**config.mk**
```make
export PLATFORM = sky130hd
export DESIGN_NAME = cnr_mul
export DESIGN_NICKNAME = d
export VERILOG_FILES = /design/src/cnr_pkg.sv /design/src/cnr_mul.sv
export SDC_FILE = /design/constraint.sdc
export NUM_CORES = 2
export LEC_CHECK = 0
export ABC_AREA = 0
export BUFFER_PORTS_ARGS = -buffer_cell sky130_fd_sc_hd__buf_2
export CAP_MARGIN = 20
export CORE_MARGIN = 2
export CORE_UTILIZATION = 45
export DETAILED_ROUTE_END_ITERATION = 10
export PLACE_DENSITY = 0.67
export RECOVER_POWER = 50
export SLEW_MARGIN = 25
export SYNTH_ARGS = -nofsm -noshare
export SYNTH_HDL_FRONTEND = slang
export SYNTH_SLANG_ARGS = --single-unit
```
**constraint.sdc**
```tcl
create_clock -name clk -period 12.9 [get_ports clk]
set_input_delay 0.645 -clock clk [delete_from_list [all_inputs] [get_ports clk]]
set_output_delay 0.645 -clock clk [all_outputs]
set_load 0.02 [all_outputs]
```
**src/cnr_pkg.sv**
```systemverilog
// Shared types, codes and saturating arithmetic helpers for the cubic root solver.
package cnr_pkg;

    localparam logic [63:0] MIN_VAL = 64'h8000_0000_0000_0000;
    localparam logic [63:0] MAX_VAL = 64'h7FFF_FFFF_FFFF_FFFF;

    localparam logic [1:0] CFG_TOLERANCE  = 2'd0;
    localparam logic [1:0] CFG_STEP_LIMIT = 2'd1;
    localparam logic [1:0] CFG_FAIL       = 2'd2;

    localparam logic [1:0] ST_CONVERGED = 2'd0;
    localparam logic [1:0] ST_LIMIT_OK  = 2'd1;
    localparam logic [1:0] ST_FAILED    = 2'd2;
    localparam logic [1:0] ST_FLAT      = 2'd3;

    localparam logic [31:0] TOL_RESET   = 32'd28147;
    localparam logic [15:0] LIMIT_RESET = 16'd10000;
    localparam logic [31:0] FAIL_RESET  = 32'd281474977;

    typedef enum logic [2:0] {
        S_IDLE,
        S_MUL,
        S_MWAIT,
        S_CHECK,
        S_DIV,
        S_DWAIT,
        S_OUT
    } state_t;

    // product sequence: polynomial terms first, then derivative terms
    typedef enum logic [2:0] {
        OP_X2,
        OP_X3,
        OP_M1,
        OP_M2,
        OP_M3,
        OP_T,
        OP_U
    } op_t;

    function automatic logic [63:0] magnitude(input logic [63:0] x);
        return x[63] ? (64'd0 - x) : x;
    endfunction

    function automatic logic [63:0] apply_sign(input logic [63:0] mag, input logic neg,
                                               input logic ovf);
        logic [63:0] res;
        if (neg) begin
            res = (ovf || mag > MIN_VAL) ? MIN_VAL : (64'd0 - mag);
        end
        else begin
            res = (ovf || mag > MAX_VAL) ? MAX_VAL : mag;
        end
        return res;
    endfunction

    function automatic logic [63:0] sat_add(input logic [63:0] a, input logic [63:0] b);
        logic [63:0] s;
        s = a + b;
        if (((a[63] ^ s[63]) & (b[63] ^ s[63])) == 1'b1) begin
            s = a[63] ? MIN_VAL : MAX_VAL;
        end
        return s;
    endfunction

    function automatic logic [63:0] sat_sub(input logic [63:0] a, input logic [63:0] b);
        logic [63:0] s;
        s = a - b;
        if (((a[63] ^ b[63]) & (a[63] ^ s[63])) == 1'b1) begin
            s = a[63] ? MIN_VAL : MAX_VAL;
        end
        return s;
    endfunction

endpackage

```
**src/cnr_mul.sv**
```systemverilog
// Fixed-point saturating multiplier built from one 32x32 multiplier, one partial product at a time.
module cnr_mul #(
    parameter int FRAC_BITS = 48
) (
    input  logic        clk,
    input  logic        rst_n,
    input  logic        start,
    input  logic [63:0] a,
    input  logic [63:0] b,
    output logic        done,
    output logic [63:0] result
);

    logic [63:0]  ma_reg, mb_reg;
    logic         neg_reg;
    logic [127:0] acc_reg;
    logic [1:0]   cnt_reg;
    logic         run_reg, fin_reg, done_reg;
    logic [63:0]  result_reg;

    logic [31:0]  pa, pb;
    logic [63:0]  pp;
    logic [127:0] pp_shift;
    logic [63:0]  res_mag;
    logic         ovf;

    always_comb
    begin
        pa = cnt_reg[1] ? ma_reg[63:32] : ma_reg[31:0];
        pb = cnt_reg[0] ? mb_reg[63:32] : mb_reg[31:0];
        pp = {32'd0, pa} * {32'd0, pb};
        // place the partial product by the weight of its two halves
        case ({1'b0, cnt_reg[1]} + {1'b0, cnt_reg[0]})
            2'd0:    pp_shift = {64'd0, pp};
            2'd1:    pp_shift = {32'd0, pp, 32'd0};
            default: pp_shift = {pp, 64'd0};
        endcase
        res_mag = acc_reg[FRAC_BITS +: 64];
        ovf     = |acc_reg[127:64 + FRAC_BITS];
    end

    always_ff @(posedge clk or negedge rst_n)
    begin
        if (!rst_n) begin
            run_reg  <= 1'b0;
            fin_reg  <= 1'b0;
            done_reg <= 1'b0;
            cnt_reg  <= 2'd0;
        end
        else begin
            done_reg <= fin_reg;
            fin_reg  <= 1'b0;
            if (start) begin
                run_reg <= 1'b1;
                cnt_reg <= 2'd0;
            end
            else if (run_reg) begin
                cnt_reg <= cnt_reg + 2'd1;
                if (cnt_reg == 2'd3) begin
                    run_reg <= 1'b0;
                    fin_reg <= 1'b1;
                end
            end
        end
    end

    always_ff @(posedge clk)
    begin
        if (start) begin
            ma_reg  <= cnr_pkg::magnitude(a);
            mb_reg  <= cnr_pkg::magnitude(b);
            neg_reg <= a[63] ^ b[63];
            acc_reg <= 128'd0;
        end
        else if (run_reg) begin
            acc_reg <= acc_reg + pp_shift;
        end
        if (fin_reg) begin
            result_reg <= cnr_pkg::apply_sign(res_mag, neg_reg, ovf);
        end
    end

    assign done   = done_reg;
    assign result = result_reg;

endmodule

```
== Yosys cells after proc, flatten, opt, wreduce, memory -nomap -nowiden ==
Index checks and enable logic that the tools add are counted.
Word-level totals
  bits in registers: 326
Cells by class
  multiplexer cells: 16
  $lt $le $gt $ge: 2
  equal/unequal tests: 2
  bitwise logic cells: 1
  $mul: 1
  add/subtract/negate cells: 6
  reduce and logical (&&, ||, !) cells: 5
Operator list (count)
  128-bit one-hot mux with 2 select lines: 1
  64-bit 2-to-1 mux: 3
  1-bit by 64-bit subtractor with 64-bit output, first input constant: 3
  128-bit adder: 1
  63-bit 2-to-1 mux: 2
  64-bit by 63-bit > comparator with 1-bit output, second input constant: 1
  64-bit > comparator, second input constant: 1
  32-bit by 32-bit multiplier with 64-bit output: 1
  32-bit 2-to-1 mux: 2
  16-bit OR reduction: 1
  1-bit 2-to-1 mux: 6
  2-bit 2-to-1 mux: 2
  1-bit by 1-bit adder with 2-bit output: 1
  2-bit by 1-bit adder with 2-bit output, second input constant: 1
  2-bit by 1-bit == test with 1-bit output, second input constant: 1
  2-bit == test, second input constant: 1
  2-bit logical NOT: 1
  1-bit logical OR: 2
  2-bit nonzero test: 1
  1-bit bitwise XOR: 1

== Longest topological paths before layout ==
  word-level depth: 4
  gate-level depth with buffers: 50
  depth with buffers taken out: 44

== Worst setup path after synthesis ==
No wires, ideal clock.
  path type: register -> register
  start: register cnt_reg[1]
  end: register acc_reg[127]
  path slack: 0.943 ns
  clock period less this slack: 11.957 ns
  cell stages (with the launch flop): 48
  arrival: 11.837 ns
  cell sequence: dfrtp_1 -> clkbuf_1 -> clkbuf_1 -> clkbuf_1 -> mux2i_1 -> clkbuf_1 -> nor2_1 -> fa_1 -> fa_1 -> fa_1 -> inv_1 -> fa_1 -> inv_1 -> fa_1 -> inv_1 -> fa_1 -> inv_1 -> fa_1 -> (+12 left out) -> o21a_1 -> o41a_1 -> xnor2_1 -> o2bb2ai_1 -> ha_1 -> clkbuf_1 -> o21ai_0 -> o211ai_1 -> a21oi_1 -> o221ai_1 -> o21a_1 -> or4_1 -> o21ai_0 -> nand2_1 -> a31o_2 -> a21oi_1 -> mux2i_1 -> mux2_2
Between the ends
  word-level cells in the longest chain between the ends: 4
  elaborated cells between the ends (all ways): 7
  those cells by class: add/sub: 2; mul: 1; eq/ne: 1; mux: 2; reduce/logical: 1
Ends and longest elaborated chain
  from (decl): RTL line cnr_mul.sv:17  | logic [1:0] cnt_reg;
  from (signal assigned): RTL line cnr_mul.sv:58  | cnt_reg <= cnt_reg + 2'd1;
  32-bit 2-to-1 mux or 1-bit by 1-bit adder with 2-bit output (tied branches): RTL line cnr_mul.sv:29, cnr_mul.sv:33
  32-bit by 32-bit multiplier with 64-bit output (tied with other cells): RTL line cnr_mul.sv:31  | pp = {32'd0, pa} * {32'd0, pb};
  128-bit one-hot mux with 2 select lines *: RTL line cnr_mul.sv:33  | case ({1'b0, cnt_reg[1]} + {1'b0, cnt_reg[0]})
  128-bit adder *: RTL line cnr_mul.sv:76  | acc_reg <= acc_reg + pp_shift;
  to (signal assigned): RTL line cnr_mul.sv:76
  to (decl): RTL line cnr_mul.sv:16  | logic [127:0] acc_reg;
Every way passes the cells marked *; elsewhere a longest branch is shown, timed or not.
A chain may end at the register's enable or synchronous reset.

== Worst setup path in the final report ==
Ends and elaborated chain as after synthesis.

==> impl_metrics.ini <==
[critical_path]
worst_path_largest_cell_delay_ns = 0.58
startpoint_type = flip-flop
worstPathArrival_ns = 13.11
crit_family = adder cells
critPathRequiredTime_ns = 13.43
path_max_fanout = 22
crit_path_end_kind = flip-flop
path_class = reg2reg
crit_slowest_cell = fa_1
path_buf_inv = 8
path_common_cell = fa_1

[global_routing]
grt_start_max_net_pins = 68
track_usage_pct = 29.6
grt_overflow_total = 0
grt_pass1_vias = 48600
antenna_found_initial = 4
grt_pass1_wl_um = 292000

[floorplan]
fp.dieW_um = 359
die_h_um = 359
rows = 130
die_area_um2 = 129000
fp.coreArea_um2 = 125000
ioPinCount = 196
start_util_pct = 45.3

[clocking]
cts_inserted_buffers = 41
cts_tree = yes
clock_latency_ns = 0.64
cts_buffer_depth = 3
clock-sinks = 326
cts_root_buf = clkbuf_16
clkTransAtPathRegs_ns = 0.07
cts_htree_levels = 2

[drt]
drt-initial-drc-count = 4553
ant_nets = 0
drtPass1Iterations = 8
vias = 48300
viasPerCell = 5.76
dr_wl_met2_um = 83600
top_layer = met4
met3_length_um = 20000
wl_per_cell_um = 22.9
route.detailed.drc = 0
wl_met1_um = 77500
routed_wl_um = 192000

[synthesis]
synth_seq_area_share_pct = 15.0
synth_seq_cells = 326
synthDistinctLibCells = 79
synth_area_leaders = fa_1 (32%), edfxtp_1 (10%), ha_1 (8.7%)
synth-edff-count = 193
avgSynthCellArea_um2 = 8.63
synth_ff_type = edfxtp_1
synth_warnings = 0
synth_top_area_cell = fa_1
synth_top_area_share_pct = 31.7
async_flop_share_pct = 1.53
syn_inst = 6570
syn_area_um2 = 56700
synth_fp_nets = 7993

[place]
hpwl_um = 158000
gp_congestion = 0.995
portBuffers = 195

[timing]
tightest_slew_ns = 3.47
max_freq_mhz = 79.5
period_share_pct = 97.5
finalSetupViolCount = 0
relSlewSlack_pct = -131
hold_viol_final = 0
tns_ns = 0
maxSlewViolCount = 316
period_minus_slack_ns = 12.58
clock_skew_ns = 0.0468

[final_layout]
layout.cells.most_common_list = inv_1 (976), fa_1 (897), nor2_1 (859)
layout.nets = 8125
drive_gt1_share_pct = 8.36
area_growth_pct = 9.59
largest_reg_flops = 128
final_util_pct = 49.6
n_fill_cell = 11900
final_common_cell = inv_1

[flow_run]
cap_viol_max_count = 5

[outcome]
failed_checks = capacitance limit, slew limit
status = complete, but fails checks

[min_path]
hold_class = in2reg
[worst register-to-register path: cells and delay by family (launching register included)]
family	cells	cell delay, ns
adder cells (fa/ha/maj)	10	4.72
buffers and inverters	8	1.11
AO/OA/AOI/OAI	14	3.43
flip-flops	1	0.55
multiplexers	3	0.92
AND/OR/NAND/NOR	6	1.52
XOR/XNOR	1	0.24
[per-stage QoR]
step / hold WS [ns] / cell area (µm²) / std cells / setup WS (ns)
after floorplan: 0.349 / 56700 / 6570 / 0.943
after global placement: 0.450 / 60400 / 8299 / -0.498
after CTS: 0.236 / 62000 / 8377 / 0.000291
after global routing: 0.331 / 62100 / 8384 / -0.00768
final: 0.319 / 62100 / 8385 / 0.321
after detailed placement: 0.455 / 60400 / 8299 / -0.617
[layout make-up]
type | count | area, µm² | share of cell area [%]
multi-input cells | 4946 | 43700 | 70.3
flip-flops and latches | 326 | 8500 | 13.7
inverters | 977 | 3670 | 5.91
repair buffers | 410 | 2780 | 4.47
well taps | 1650 | 2060 | 3.32
clock buffers | 50 | 1100 | 1.77
clock inverters | 25 | 337 | 0.542
diodes | 1 | 2.50 | 0.00403
[cell usage after synthesis, types with 6 or more instances]
library cell,number
a22o_1,22
or2_2,18
inv_1,976
ha_1,395
nand3_1,44
nor3_1,71
and3_1,21
o41ai_1,17
o22ai_1,10
and4_1,7
fa_1,897
nand2b_1,28
edfxtp_1,193
mux2i_1,126
o211ai_1,10
nand4_1,61
a2111oi_0,6
o311ai_1,45
dfxtp_1,128
o21bai_1,47
xor2_1,77
a31oi_1,22
o221ai_1,7
buf_1,16
buf_6,6
a21boi_0,10
mux2_1,13
or3_1,65
xnor2_1,229
o31ai_1,62
a221oi_1,6
nor2b_1,28
nor4_1,33
and2_1,50
a21oi_1,292
o21ai_0,306
nand2_1,761
a211oi_1,27
o21a_1,16
clkbuf_1,295
or4_1,28
a21o_1,101
nor2_1,862
mux2_2,50
o311ai_0,8
[final timing paths]
path | endpoint | slack [ns] | start | cells after the start
max in group asynchronous | cnt_reg[0]$_DFFE_PN0P_ | 11.22 | rst_n | 2
setup / recovery | acc_reg[127]$_SDFFE_PP0P_ | 0.32 | cnt_reg[1]$_DFFE_PN0P_ | 42
setup reg to reg | acc_reg[127]$_SDFFE_PP0P_ | 0.32 | cnt_reg[1]$_DFFE_PN0P_ | 42
hold / removal | mb_reg[0]$_DFFE_PP_ | 0.32 | b[0] | 1
min in group asynchronous | run_reg$_DFF_PN0_ | 0.79 | rst_n | 2
hold reg to reg | acc_reg[34]$_SDFFE_PP0P_ | 0.47 | acc_reg[34]$_SDFFE_PP0P_ | 2
[logic make-up (layout without fill, tap and decap cells)]
group           Yosys count  count (layout)  synth area share, %
other cells               0               1                    0
flops                   326             326                 15.0
buf+inv                1298            1462                 8.69
simple gates           2095            2095                 15.9
xor+xnor                306             306                 4.73
compound gates         1064            1064                 11.8
fa+ha+maj              1292            1292                 40.4
mux                     189             189                 3.48
[what timing repair did]
action,in CTS,in global routing
hold buffers,1,0
hold endpoints to repair,4,0
buffers inserted,2,7
setup endpoints to repair,24,42
pin swaps,0,3
gates resized for setup,7,35
[per-layer routing]
metal,track usage (%),up-vias
li1,-,21600
met3,6.72,462
met4,14.7,0
met2,45.3,2506
met5,0,-
met1,39.5,23700
Power is not shown: default switching activity piles up to over one toggle a cycle in this logic, so the estimate is an artifact.
