$ cat src/cnr_pkg.sv
// Shared types, codes and saturating arithmetic helpers for the cubic root solver.
package cnr_pkg;

    localparam logic [63:0] MIN_VAL = 64'h8000_0000_0000_0000;
    localparam logic [63:0] MAX_VAL = 64'h7FFF_FFFF_FFFF_FFFF;

    localparam logic [1:0] CFG_TOLERANCE  = 2'd0;
    localparam logic [1:0] CFG_STEP_LIMIT = 2'd1;
    localparam logic [1:0] CFG_FAIL       = 2'd2;

    localparam logic [1:0] ST_CONVERGED = 2'd0;
    localparam logic [1:0] ST_LIMIT_OK  = 2'd1;
    localparam logic [1:0] ST_FAILED    = 2'd2;
    localparam logic [1:0] ST_FLAT      = 2'd3;

    localparam logic [31:0] TOL_RESET   = 32'd28147;
    localparam logic [15:0] LIMIT_RESET = 16'd10000;
    localparam logic [31:0] FAIL_RESET  = 32'd281474977;

    typedef enum logic [2:0] {
        S_IDLE,
        S_MUL,
        S_MWAIT,
        S_CHECK,
        S_DIV,
        S_DWAIT,
        S_OUT
    } state_t;

    // product sequence: polynomial terms first, then derivative terms
    typedef enum logic [2:0] {
        OP_X2,
        OP_X3,
        OP_M1,
        OP_M2,
        OP_M3,
        OP_T,
        OP_U
    } op_t;

    function automatic logic [63:0] magnitude(input logic [63:0] x);
        return x[63] ? (64'd0 - x) : x;
    endfunction

    function automatic logic [63:0] apply_sign(input logic [63:0] mag, input logic neg,
                                               input logic ovf);
        logic [63:0] res;
        if (neg) begin
            res = (ovf || mag > MIN_VAL) ? MIN_VAL : (64'd0 - mag);
        end
        else begin
            res = (ovf || mag > MAX_VAL) ? MAX_VAL : mag;
        end
        return res;
    endfunction

    function automatic logic [63:0] sat_add(input logic [63:0] a, input logic [63:0] b);
        logic [63:0] s;
        s = a + b;
        if (((a[63] ^ s[63]) & (b[63] ^ s[63])) == 1'b1) begin
            s = a[63] ? MIN_VAL : MAX_VAL;
        end
        return s;
    endfunction

    function automatic logic [63:0] sat_sub(input logic [63:0] a, input logic [63:0] b);
        logic [63:0] s;
        s = a - b;
        if (((a[63] ^ b[63]) & (a[63] ^ s[63])) == 1'b1) begin
            s = a[63] ? MIN_VAL : MAX_VAL;
        end
        return s;
    endfunction

endpackage

$ cat src/cnr_div.sv
// Fixed-point saturating divider, restoring, one quotient bit per cycle.
module cnr_div #(
    parameter int FRAC_BITS = 48
) (
    input  logic        clk,
    input  logic        rst_n,
    input  logic        start,
    input  logic [63:0] num,
    input  logic [63:0] den,
    output logic        done,
    output logic [63:0] result
);

    logic [127:0] dvd_reg;
    logic [63:0]  md_reg, r_reg, q_reg;
    logic         neg_reg, ovf_reg;
    logic [6:0]   cnt_reg;
    logic         run_reg, fin_reg, done_reg;
    logic [63:0]  result_reg;

    logic [64:0]  r_shift;
    logic         take;

    always_comb
    begin
        r_shift = {r_reg, dvd_reg[127]};
        take    = r_shift >= {1'b0, md_reg};
    end

    always_ff @(posedge clk or negedge rst_n)
    begin
        if (!rst_n) begin
            run_reg  <= 1'b0;
            fin_reg  <= 1'b0;
            done_reg <= 1'b0;
            cnt_reg  <= 7'd0;
        end
        else begin
            done_reg <= fin_reg;
            fin_reg  <= 1'b0;
            if (start) begin
                run_reg <= 1'b1;
                cnt_reg <= 7'd0;
            end
            else if (run_reg) begin
                cnt_reg <= cnt_reg + 7'd1;
                if (cnt_reg == 7'd127) begin
                    run_reg <= 1'b0;
                    fin_reg <= 1'b1;
                end
            end
        end
    end

    always_ff @(posedge clk)
    begin
        if (start) begin
            dvd_reg <= {64'd0, cnr_pkg::magnitude(num)} << FRAC_BITS;
            md_reg  <= cnr_pkg::magnitude(den);
            neg_reg <= num[63] ^ den[63];
            r_reg   <= 64'd0;
            q_reg   <= 64'd0;
            ovf_reg <= 1'b0;
        end
        else if (run_reg) begin
            dvd_reg <= {dvd_reg[126:0], 1'b0};
            // a bit shifted out of the quotient means overflow
            ovf_reg <= ovf_reg | q_reg[63];
            q_reg   <= {q_reg[62:0], take};
            r_reg   <= take ? 64'(r_shift - {1'b0, md_reg}) : r_shift[63:0];
        end
        if (fin_reg) begin
            result_reg <= cnr_pkg::apply_sign(q_reg, neg_reg, ovf_reg);
        end
    end

    assign done   = done_reg;
    assign result = result_reg;

endmodule

$ cat config.mk
export PLATFORM = sky130hd
export DESIGN_NAME = cnr_div
export DESIGN_NICKNAME = d
export VERILOG_FILES = /design/src/cnr_pkg.sv /design/src/cnr_div.sv
export SDC_FILE = /design/constraint.sdc
export NUM_CORES = 1
export LEC_CHECK = 0
export BUFFER_PORTS_ARGS = -buffer_cell sky130_fd_sc_hd__buf_4
export CAP_MARGIN = 20
export CELL_PAD_IN_SITES_DETAIL_PLACEMENT = 1
export CELL_PAD_IN_SITES_GLOBAL_PLACEMENT = 2
export CORE_ASPECT_RATIO = 2
export CORE_MARGIN = 2
export CORE_UTILIZATION = 38
export DETAILED_ROUTE_END_ITERATION = 10
export HOLD_SLACK_MARGIN = 0.15
export PLACE_DENSITY = 0.89
export SYNTH_ARGS = -nofsm -noshare
export SYNTH_HDL_FRONTEND = slang
export SYNTH_SLANG_ARGS = --single-unit
export TNS_END_PERCENT = 1
$ cat constraint.sdc
create_clock -name clk -period 5.2 [get_ports clk]
set_clock_uncertainty 0.2 [all_clocks]
set_input_delay 0.26 -clock clk [delete_from_list [all_inputs] [get_ports clk]]
set_output_delay 0.26 -clock clk [all_outputs]
set_load 0.02 [all_outputs]
Word-level counts from Yosys, hierarchy flattened
Cells that the tools add are included.
{"block": "totals", "reg_bits": 348, "in_bits": 131, "out_inout_bits": 65, "wordCells": 43}
{"block": "classes", "n_addsub": 5, "magnitude_cmp": 3, "n_eq_ne": 1, "mux": 16, "bitwise": 2, "reduce_logical": 3}
{"cell": "$mux 64", "n": 5}
{"cell": "$mux 112", "n": 2}
{"cell": "$sub 1x64->64 const A", "n": 3}
{"cell": "$ge 65x64->1", "n": 1}
{"cell": "$gt 64x63->1 const B", "n": 1}
{"cell": "$gt 64x64->1 const B", "n": 1}
{"cell": "$sub 64x64->64", "n": 1}
{"cell": "$mux 63", "n": 1}
{"cell": "$mux 7", "n": 2}
{"cell": "$add 7x1->7 const B", "n": 1}
{"cell": "$eq 7x7->1 const B", "n": 1}
{"cell": "$mux 1", "n": 6}
{"cell": "$logic_or 1x1->1", "n": 2}
{"cell": "$reduce_bool 2->1", "n": 1}
{"cell": "$or 1x1->1", "n": 1}
{"cell": "$xor 1x1->1", "n": 1}

Logic depth before layout (Yosys ltp)
Gate-level depths: netlist (run 1).
{"block": "logic_depth", "word_depth": 4, "ltp_mapped": 15}

Least setup slack after synthesis (run 1)
OpenSTA, ideal clock, no wires.
{"block": "synth_timing", "path_kind": "reg2reg", "start": "register q_reg[0]", "end": "register result_reg[6] (netlist: result[6]), data pin", "arrival_ps": 3517, "required_time_ps": 4820, "slack_ps": 1303, "stages_incl_launch_ff": 15, "period_less_slack_ps": 3897, "path_cell_list": "dfxtp_1 inv_1 ha_1 nor3b_1 and2_1 nand4_4 or4_4 or4b_4 or4_4 a21o_1 buf_2 buf_2 o41ai_1 nand2_1 o311ai_1"}
{"block": "synth_between", "elab_chain_cells": 4, "elab_cells_between_ends": 8}
{"item": "from (decl)", "line_no": "cnr_div.sv:15", "text": "logic [63:0] md_reg, r_reg, q_reg;"}
{"item": "from (signal assigned)", "line_no": "cnr_div.sv:69", "text": "q_reg <= {q_reg[62:0], take};"}
{"item": "$gt 64x63->1 or $gt 64x64->1 (tied branches)", "line_no": "cnr_pkg.sv:52, cnr_pkg.sv:49"}
{"item": "$logic_or 1x1->1 (on tied branches)", "line_no": "cnr_pkg.sv:52, cnr_pkg.sv:49"}
{"item": "$mux 64 (on tied branches)", "line_no": "cnr_pkg.sv:52, cnr_pkg.sv:49"}
{"item": "$mux 64 *", "line_no": "cnr_pkg.sv:48", "text": "if (neg) begin"}
{"item": "to (signal assigned)", "line_no": "cnr_div.sv:73", "text": "result_reg <= cnr_pkg::apply_sign(q_reg, neg_reg, ovf_reg);"}
{"item": "to (decl)", "line_no": "cnr_div.sv:19", "text": "logic [63:0] result_reg;"}
Mark *: on every way between the ends. The rest lies on a longest branch, timed or not.
A chain may end at the register's enable or synchronous reset.

Worst setup path after layout (run 1)
{"block": "layout_timing", "start": "input port num[28]", "end": "register dvd_reg[98], data pin"}
{"block": "layout_between", "elab_chain_cells": 3}
{"item": "from (decl)", "line_no": "cnr_div.sv:8", "text": "input logic [63:0] num,"}
{"item": "$sub 1x64->64", "line_no": "cnr_pkg.sv:42", "text": "return x[63] ? (64'd0 - x) : x;"}
{"item": "$mux 64", "line_no": "cnr_pkg.sv:42"}
{"item": "$mux 112", "line_no": "cnr_div.sv:57", "text": "if (start) begin"}
{"item": "to (signal assigned)", "line_no": "cnr_div.sv:58", "text": "dvd_reg <= {64'd0, cnr_pkg::magnitude(num)} << FRAC_BITS;"}
{"item": "to (signal assigned)", "line_no": "cnr_div.sv:66", "text": "dvd_reg <= {dvd_reg[126:0], 1'b0};"}
{"item": "to (decl)", "line_no": "cnr_div.sv:14", "text": "logic [127:0] dvd_reg;"}
Every way passes these cells.

==> results of run 1 <==
## metrics by stage
step / cells / utilization [%] / area [um2] / setup slack [ns] / power [mW]
after floorplan: 2402 / - / 21400 / 1.30 / 3.58
after global placement: 3212 / 41.8 / 23400 / 0.457 / 3.84
after detailed placement: 3213 / 41.8 / 23400 / 0.289 / 3.87
after CTS: 3511 / 48.1 / 26900 / 0.258 / 6.81
after global routing: 3517 / 48.2 / 27000 / 0.0107 / 7.02
final: 3518 / 48.2 / 27000 / 0.0801 / 6.78
## worst max-delay path: stages
cell,delay [ns]
dlygate4sd3_1,0.55
buf_4,0.16
or4_1,0.60
or3_1,0.38
or3_1,0.40
or4_1,0.61
or3_1,0.44
nor2_1,0.22
nand2_1,0.09
nand2_1,0.10
xor2_1,0.16
dlygate4sd3_1,0.57
a21oi_1,0.08
dlygate4sd3_1,0.60
## power by group through the flow
| stage | Combinational, mW | Clock (mW) | Sequential, mW |
|---|---|---|---|
| 4_1_cts | 0.937 | 2.79 | 3.08 |
| 3_3_place_gp | 0.707 | 0 | 3.14 |
| 6_report | 0.969 | 2.72 | 3.09 |
| 2_1_floorplan | 0.459 | 0 | 3.12 |
| 3_5_place_dp | 0.730 | 0 | 3.14 |
| 5_1_grt | 1.05 | 2.87 | 3.10 |
## area by class of cell
type                    instances  area [um2]  area share (%)
clock inverters                18         185           0.686
flip-flops and latches        348        8950            33.2
inverters                     103         387            1.43
well taps                     750         938            3.48
clock buffers                  48        1020            3.79
diodes                          7        17.5          0.0649
repair buffers                450        4000            14.8
multi-input cells            1794       11500            42.6
## routing by layer
metal	up-vias	wire length, um
li1	9406	-
met1	9820	25200
met2	526	40900
met3	255	2230
met4	2	4640
met5	-	13
## cells by family after synthesis
kind of cell / Yosys count
simple gates: 824
compound gates: 621
flops: 348
buf+inv: 260
xor+xnor: 178
mux: 102
fa+ha+maj: 69
## cell usage in the layout (no fill, tap or decap), types with 18 or more instances in the layout
cell / synthesis / layout
a211oi_1: 28 / 28
a21o_1: 35 / 34
a21oi_1: 169 / 169
a311oi_1: 26 / 26
a31oi_1: 30 / 30
buf_4: 1 / 214
clkbuf_16: 0 / 38
dfxtp_1: 145 / 145
dlygate4sd3_1: 0 / 232
edfxtp_1: 193 / 193
ha_1: 68 / 68
inv_1: 103 / 103
mux2i_1: 95 / 95
nand2_1: 213 / 213
nand2b_1: 18 / 18
nand3_1: 35 / 35
nand4_1: 35 / 35
nor2_1: 301 / 301
nor3_1: 56 / 53
nor4_1: 19 / 18
o211a_1: 20 / 20
o21ai_0: 126 / 125
o31ai_1: 48 / 48
o41ai_1: 26 / 26
or3_1: 43 / 43
or4_1: 21 / 21
xnor2_1: 100 / 100
xor2_1: 78 / 78
## worst min-delay path by stage
| stage | to | start | cells after the start | slack, ns |
|---|---|---|---|---|
| 2_1_floorplan | cnt_reg[0] | rst_n | 0 | -0.24 |
| 3_3_place_gp | cnt_reg[0] | rst_n | 1 | -0.11 |
| 3_5_place_dp | cnt_reg[1] | rst_n | 1 | -0.10 |
| 4_1_cts | md_reg[1] | den[63] | 2 | 0.16 |
| 5_1_grt | dvd_reg[69] | start | 2 | 0.22 |
| 6_report | md_reg[1] | den[63] | 2 | 0.19 |
## repair_timing
item / 4_1_cts / 5_1_grt
gates resized for setup: 0 / 4
hold buffers: 232 / 0
buffers inserted: 0 / 0
endpoints found under the setup margin: 0 / 3
endpoints found under the hold margin: 138 / 0
==> impl_metrics.env, run 1 <==
export IMPL_grt_use_met2_pct=48.3
export IMPL_detailed_place_hpwl_um=49000
export IMPL_syn_nets=2602
export IMPL_avgRoutedWirePerCell_um=20.7
export IMPL_cts_sinks=348
export IMPL_fillers=6458
export IMPL_worstPathRequired_ns=5.30
export IMPL_syn2layout_area_growth_pct=26.1
export IMPL_pin_count=196
export IMPL_gp_congestion=0.870
export IMPL_cp_end_kind="flop"
export IMPL_finalHoldViolations=0
export IMPL_place_port_buffers=195
export IMPL_fp_dieH_um=340
export IMPL_viasPerCell=5.69
export IMPL_syn_cell_area_um2=21400
export IMPL_hp_class="in2reg"
export IMPL_rsz0062_at_grt="false"
export IMPL_fmax_mhz=195
export IMPL_wl_um=73000
export IMPL_yosys_area_share_xor_xnor_pct=7.29
export IMPL_seq_power_share_pct=45.5
export IMPL_async_flop_share_pct=2.87
export IMPL_drv_cap=0
export IMPL_tns_ns=0
export IMPL_drt_iter0_drc=1022
export IMPL_avgSynthCellArea_um2=8.91
export IMPL_synth_compound_area_share_pct=19.1
export IMPL_leakage_nw=11.5
export IMPL_cts_tree="yes"
export IMPL_ir_drop_mv=0.245
export IMPL_yosysMostFrequentCell="nor2_1"
export IMPL_cp_endpoint="dvd_reg[98]"
export IMPL_post_route_cells_drive_above_1_share_pct=11.9
export IMPL_synth_top_family_by_area="compound AO/OA/AOI/OAI gates"
export IMPL_rr_worst_depth=13
export IMPL_grtUsageMet1_pct=23.8
export IMPL_firstDrtPassIters=5
export IMPL_grt_pass1_wl_um=115000
export IMPL_cp_arrival_ns=5.22
export IMPL_start_util_pct=38.2
export IMPL_slew_headroom_pct=28.6
export IMPL_crit_type="in2reg"
export IMPL_antenna_found_initial=7
export IMPL_core_area_um2=56000
export IMPL_num_rows=123
export IMPL_reg2reg_slack_ns=0.47
export IMPL_finalCritPeriodShare_pct=98.5
export IMPL_switching_share_pct=25.7
export IMPL_largest_reg_flops=80
export IMPL_status="finished, final reports clean"
export IMPL_grtUsageTotal_pct=24.6
export IMPL_grt_overflow=0
export IMPL_setup_viol=0
export IMPL_rr_endpoint="result[39]"
export IMPL_clock_path_buffers=3
export IMPL_period_needed_ns=5.12
export IMPL_clkLatencyLatePin_ns=0.55
export IMPL_cts_buffers=36
export IMPL_dieWidth_um=172
export IMPL_synth_top_cell_by_area="edfxtp_1"
export IMPL_synth_top_area_share_pct=27.1
export IMPL_cts_max_level=2
export IMPL_worst_slew_pin_slew_ns=1.07
export IMPL_synth_edf_count=193
export IMPL_hold_slack_ns=0.192
export IMPL_clkPwrFrac_pct=40.2
export IMPL_fin_nets=2933
export IMPL_die_area_um2=58300
export IMPL_syn_inst=2402
export IMPL_worstPathMaxFanout=6
export IMPL_pwr_share_comb_pct=14.3
export IMPL_grt_max_degree=144
export IMPL_synth_mux_area_share_pct=4.81
export IMPL_ant_nets=0
export IMPL_synth_distinct_cells=79
export IMPL_grtUsageMet3_pct=3.00
export IMPL_first_global_vias=21800
export IMPL_power_density_nw_per_um2=251
export IMPL_clk_pin_slew_worst_paths_ns=0.07
export IMPL_drc=0
export IMPL_synth_area_leaders="edfxtp_1 27%, dfxtp_1 14%, nor2_1 5.3%"
export IMPL_synthAdderAreaFrac_pct=4.07
export IMPL_p_switching_mw=1.74
export IMPL_ys_top_cells_by_count="301 x nor2_1, 213 x nand2_1, 193 x edfxtp_1, 169 x a21oi_1, 145 x dfxtp_1"
export IMPL_synth_warnings=0
export IMPL_cp_startpoint="num[28]"
export IMPL_top_usage_layer="met2"
export IMPL_num_vias=20000
export IMPL_r2r_start="q_reg[0]"
export IMPL_ys_seq_elements=348
export IMPL_slew_viol_final=0
export IMPL_p_int_mw=5.04
export IMPL_cp_start_kind="input port"
export IMPL_synth_simple_area_share_pct=18.3
export IMPL_synth_seq_area_share_pct=41.8
export IMPL_root_buffer="clkbuf_16"
export IMPL_synthFlopType="edfxtp_1"
Note: power is estimated with default switching activity, not from simulation.
==> inputs of run 2 (changes only) <==
--- a/config.mk
+++ b/config.mk
@@ -9,7 +9,7 @@
 export CAP_MARGIN = 20
 export CELL_PAD_IN_SITES_DETAIL_PLACEMENT = 1
 export CELL_PAD_IN_SITES_GLOBAL_PLACEMENT = 2
-export CORE_ASPECT_RATIO = 2
+export CORE_ASPECT_RATIO = 0.6
 export CORE_MARGIN = 2
 export CORE_UTILIZATION = 38
 export DETAILED_ROUTE_END_ITERATION = 10
==> run 2 against run 1 <==
  * Hold slack gained 0.018 ns
  * Final area shrank 0.85%
  * Critical path type unchanged
  * Cell count shrank 0.45%
  * Sequential share of layout area grew 0.28 points
  * First-iteration DRC count grew 41%
  * Critical endpoint is now dvd_reg[103]
  * Total power shrank 2.0%
  * Wire length shrank 0.92%
  * Clock-buffer cell count grew 5
  * Combinational power shrank 3.3%
==> impl_metrics.env, run 2 (synthesis results as in run 1) <==
export IMPL_cp_arrival_ns=5.04
export IMPL_detailed_place_hpwl_um=47800
export IMPL_rr_worst_depth=10
export IMPL_grt_max_degree=150
export IMPL_grt_pass1_wl_um=116000
export IMPL_grt_overflow=0
export IMPL_worstHoldStart="num[63]"
export IMPL_ir_drop_mv=0.263
export IMPL_cts_buffers=37
export IMPL_final_cell_mix="301 x nor2_1, 216 x buf_4, 213 x nand2_1, 204 x dlygate4sd3_1, 193 x edfxtp_1"
export IMPL_worstPathMaxFanout=5
export IMPL_final_common_cell="nor2_1"
export IMPL_ant_nets=0
export IMPL_rsz0062_at_grt="false"
export IMPL_pin_count=196
export IMPL_setup_viol=0
export IMPL_period_needed_ns=4.97
export IMPL_pwr_share_comb_pct=14.1
export IMPL_r2r_start="q_reg[28]"
export IMPL_die_area_um2=58300
export IMPL_whs_path_depth=2
export IMPL_start_util_pct=38.4
export IMPL_leakage_nw=11.4
export IMPL_tns_ns=0
export IMPL_avgRoutedWirePerCell_um=20.6
export IMPL_fin_nets=2912
export IMPL_crit_type="in2reg"
export IMPL_status="finished, final reports clean"
export IMPL_setup_ws_ns=0.225
export IMPL_place_port_buffers=195
export IMPL_firstDrtPassIters=5
export IMPL_num_vias=20000
export IMPL_placed_cell_area_um2=23400
export IMPL_rr_endpoint="result[63]"
export IMPL_finalInstanceArea_um2=26800
export IMPL_min_to="neg_reg"
export IMPL_syn2layout_area_growth_pct=25.0
export IMPL_dieWidth_um=310
export IMPL_finalCritPeriodShare_pct=95.7
export IMPL_path_buf_inv=3
export IMPL_p_switching_mw=1.73
export IMPL_clkPwrFrac_pct=39.5
export IMPL_place_ws_ns=0.570
export IMPL_finalHoldViolations=0
export IMPL_p_int_mw=4.92
export IMPL_viasPerCell=5.70
export IMPL_power_density_nw_per_um2=248
export IMPL_worstPathRequired_ns=5.27
export IMPL_wl_um=72300
export IMPL_crit_chain="dlygate4sd3_1 -> buf_4 -> or4_1 -> nor3_1 -> nand4_1 -> nor2_1 -> nand3_1 -> or3_1 -> or3_1 -> o41ai_1 -> xor2_1 -> dlygate4sd3_1 -> a21oi_1"
export IMPL_drc=0
export IMPL_largest_reg_flops=80
export IMPL_post_route_cells_drive_above_1_share_pct=12.0
export IMPL_root_buffer="clkbuf_16"
export IMPL_drv_cap=0
export IMPL_crit_slowest_cell="dlygate4sd3_1"
export IMPL_cts_max_level=2
export IMPL_hp_class="in2reg"
export IMPL_postCtsSetupBuffers=0
export IMPL_seq_power_share_pct=46.4
export IMPL_cp_end_kind="flop"
export IMPL_cp_top_family="simple AND/OR/NAND/NOR gates"
export IMPL_core_area_um2=55700
export IMPL_slew_headroom_pct=29.2
export IMPL_grtUsageTotal_pct=24.7
export IMPL_cp_start_kind="input port"
export IMPL_clkLatencyLatePin_ns=0.55
export IMPL_clock_path_buffers=3
export IMPL_cts_tree="yes"
export IMPL_reg2reg_slack_ns=0.66
export IMPL_gp_congestion=0.900
export IMPL_antenna_found_initial=3
export IMPL_switching_share_pct=26.0
export IMPL_cts_sinks=348
export IMPL_drt_iter0_drc=1443
export IMPL_clk_pin_slew_worst_paths_ns=0.07
export IMPL_max_stage_delay_ns=0.58
export IMPL_worst_slew_pin_slew_ns=1.05
export IMPL_num_rows=67
export IMPL_slew_viol_final=0
export IMPL_fp_dieH_um=188
export IMPL_fmax_mhz=201
export IMPL_first_global_vias=20600
export IMPL_power_total_mw=6.64
==> run 2: cell types whose count changed in the layout (fill, tap and decap cells not counted), sizes merged <==
| cell | previous run | this run |
|---|---|---|
| bufinv | 3 | 1 |
| dlygate4sd3 | 232 | 204 |
| clkinvlp | 2 | 0 |
| clkbuf | 48 | 53 |
| inv | 106 | 105 |
| diode | 7 | 3 |
| buf | 218 | 224 |
| clkinv | 10 | 11 |
==> run 2: how the worst max path moves through the flow <==
stage	start	to	slack, ns	depth (start not counted)
floorplan	q_reg[0]	result[6]	1.30	14
global placement	q_reg[0]	result[52]	0.68	13
detailed placement	q_reg[1]	result[40]	0.57	13
CTS	den[13]	md_reg[58]	0.15	13
global route	den[13]	md_reg[58]	0.009	13
finish	num[9]	dvd_reg[103]	0.23	13
==> run 2: stage by stage <==
| stage | hold WS, ns | util, % | std cells |
|---|---|---|---|
| after floorplan | -0.236 | - | 2402 |
| after CTS | 0.186 | 47.8 | 3495 |
| final | 0.210 | 48.0 | 3502 |
| after detailed placement | -0.0869 | 42.1 | 3224 |
| after global placement | -0.0873 | 42.0 | 3223 |
| after global routing | 0.219 | 48.0 | 3501 |
==> run 2: layout make-up <==
type,instances,area [um2]
diodes,3,7.51
clock buffers,53,1050
clock inverters,14,97.6
fillers,6378,29000
inverters,103,387
multi-input cells,1794,11500
flip-flops and latches,348,8950
well taps,759,950
repair buffers,428,3820
==> run 2: per-layer routing <==
| metal | part of all wire (%) | track usage, % | routed length (um) | vias up |
|---|---|---|---|---|
| li1 | - | - | - | 9376 |
| met1 | 48 | 35.9 | 35100 | 9965 |
| met2 | 44 | 38.0 | 31900 | 528 |
| met3 | 5.2 | 4.03 | 3760 | 105 |
| met4 | 2.2 | 5.98 | 1580 | 0 |
| met5 | 0 | 0 | 0 | - |
==> run 2: worst register-to-register path, stage by stage (launching register included) <==
cell and delay [ns]:
dfxtp_1 0.38, nor4_1 0.45, nand4_1 0.35, and4b_1 0.46
nand2_1 0.19, or4_1 0.51, or4_1 0.52, or4b_2 0.71
nor3_1 0.23, xor2_1 0.17, a21boi_1 0.08
==> run 2: what timing repair did <==
action                                 CTS  global route
endpoints found under the hold margin  156             0
resized for setup                        0             4
hold buffers                           204             0
setup endpoints to repair                0             2
==> run 2: power by group through the flow <==
stage                     clock network (mW)  logic (mW)  registers, mW
final                                   2.62       0.937           3.08
after global routing                    2.79        1.02           3.09
after CTS                               2.67       0.894           3.09
after detailed placement                   0       0.727           3.15
after global placement                     0       0.698           3.14
after floorplan                            0       0.459           3.12
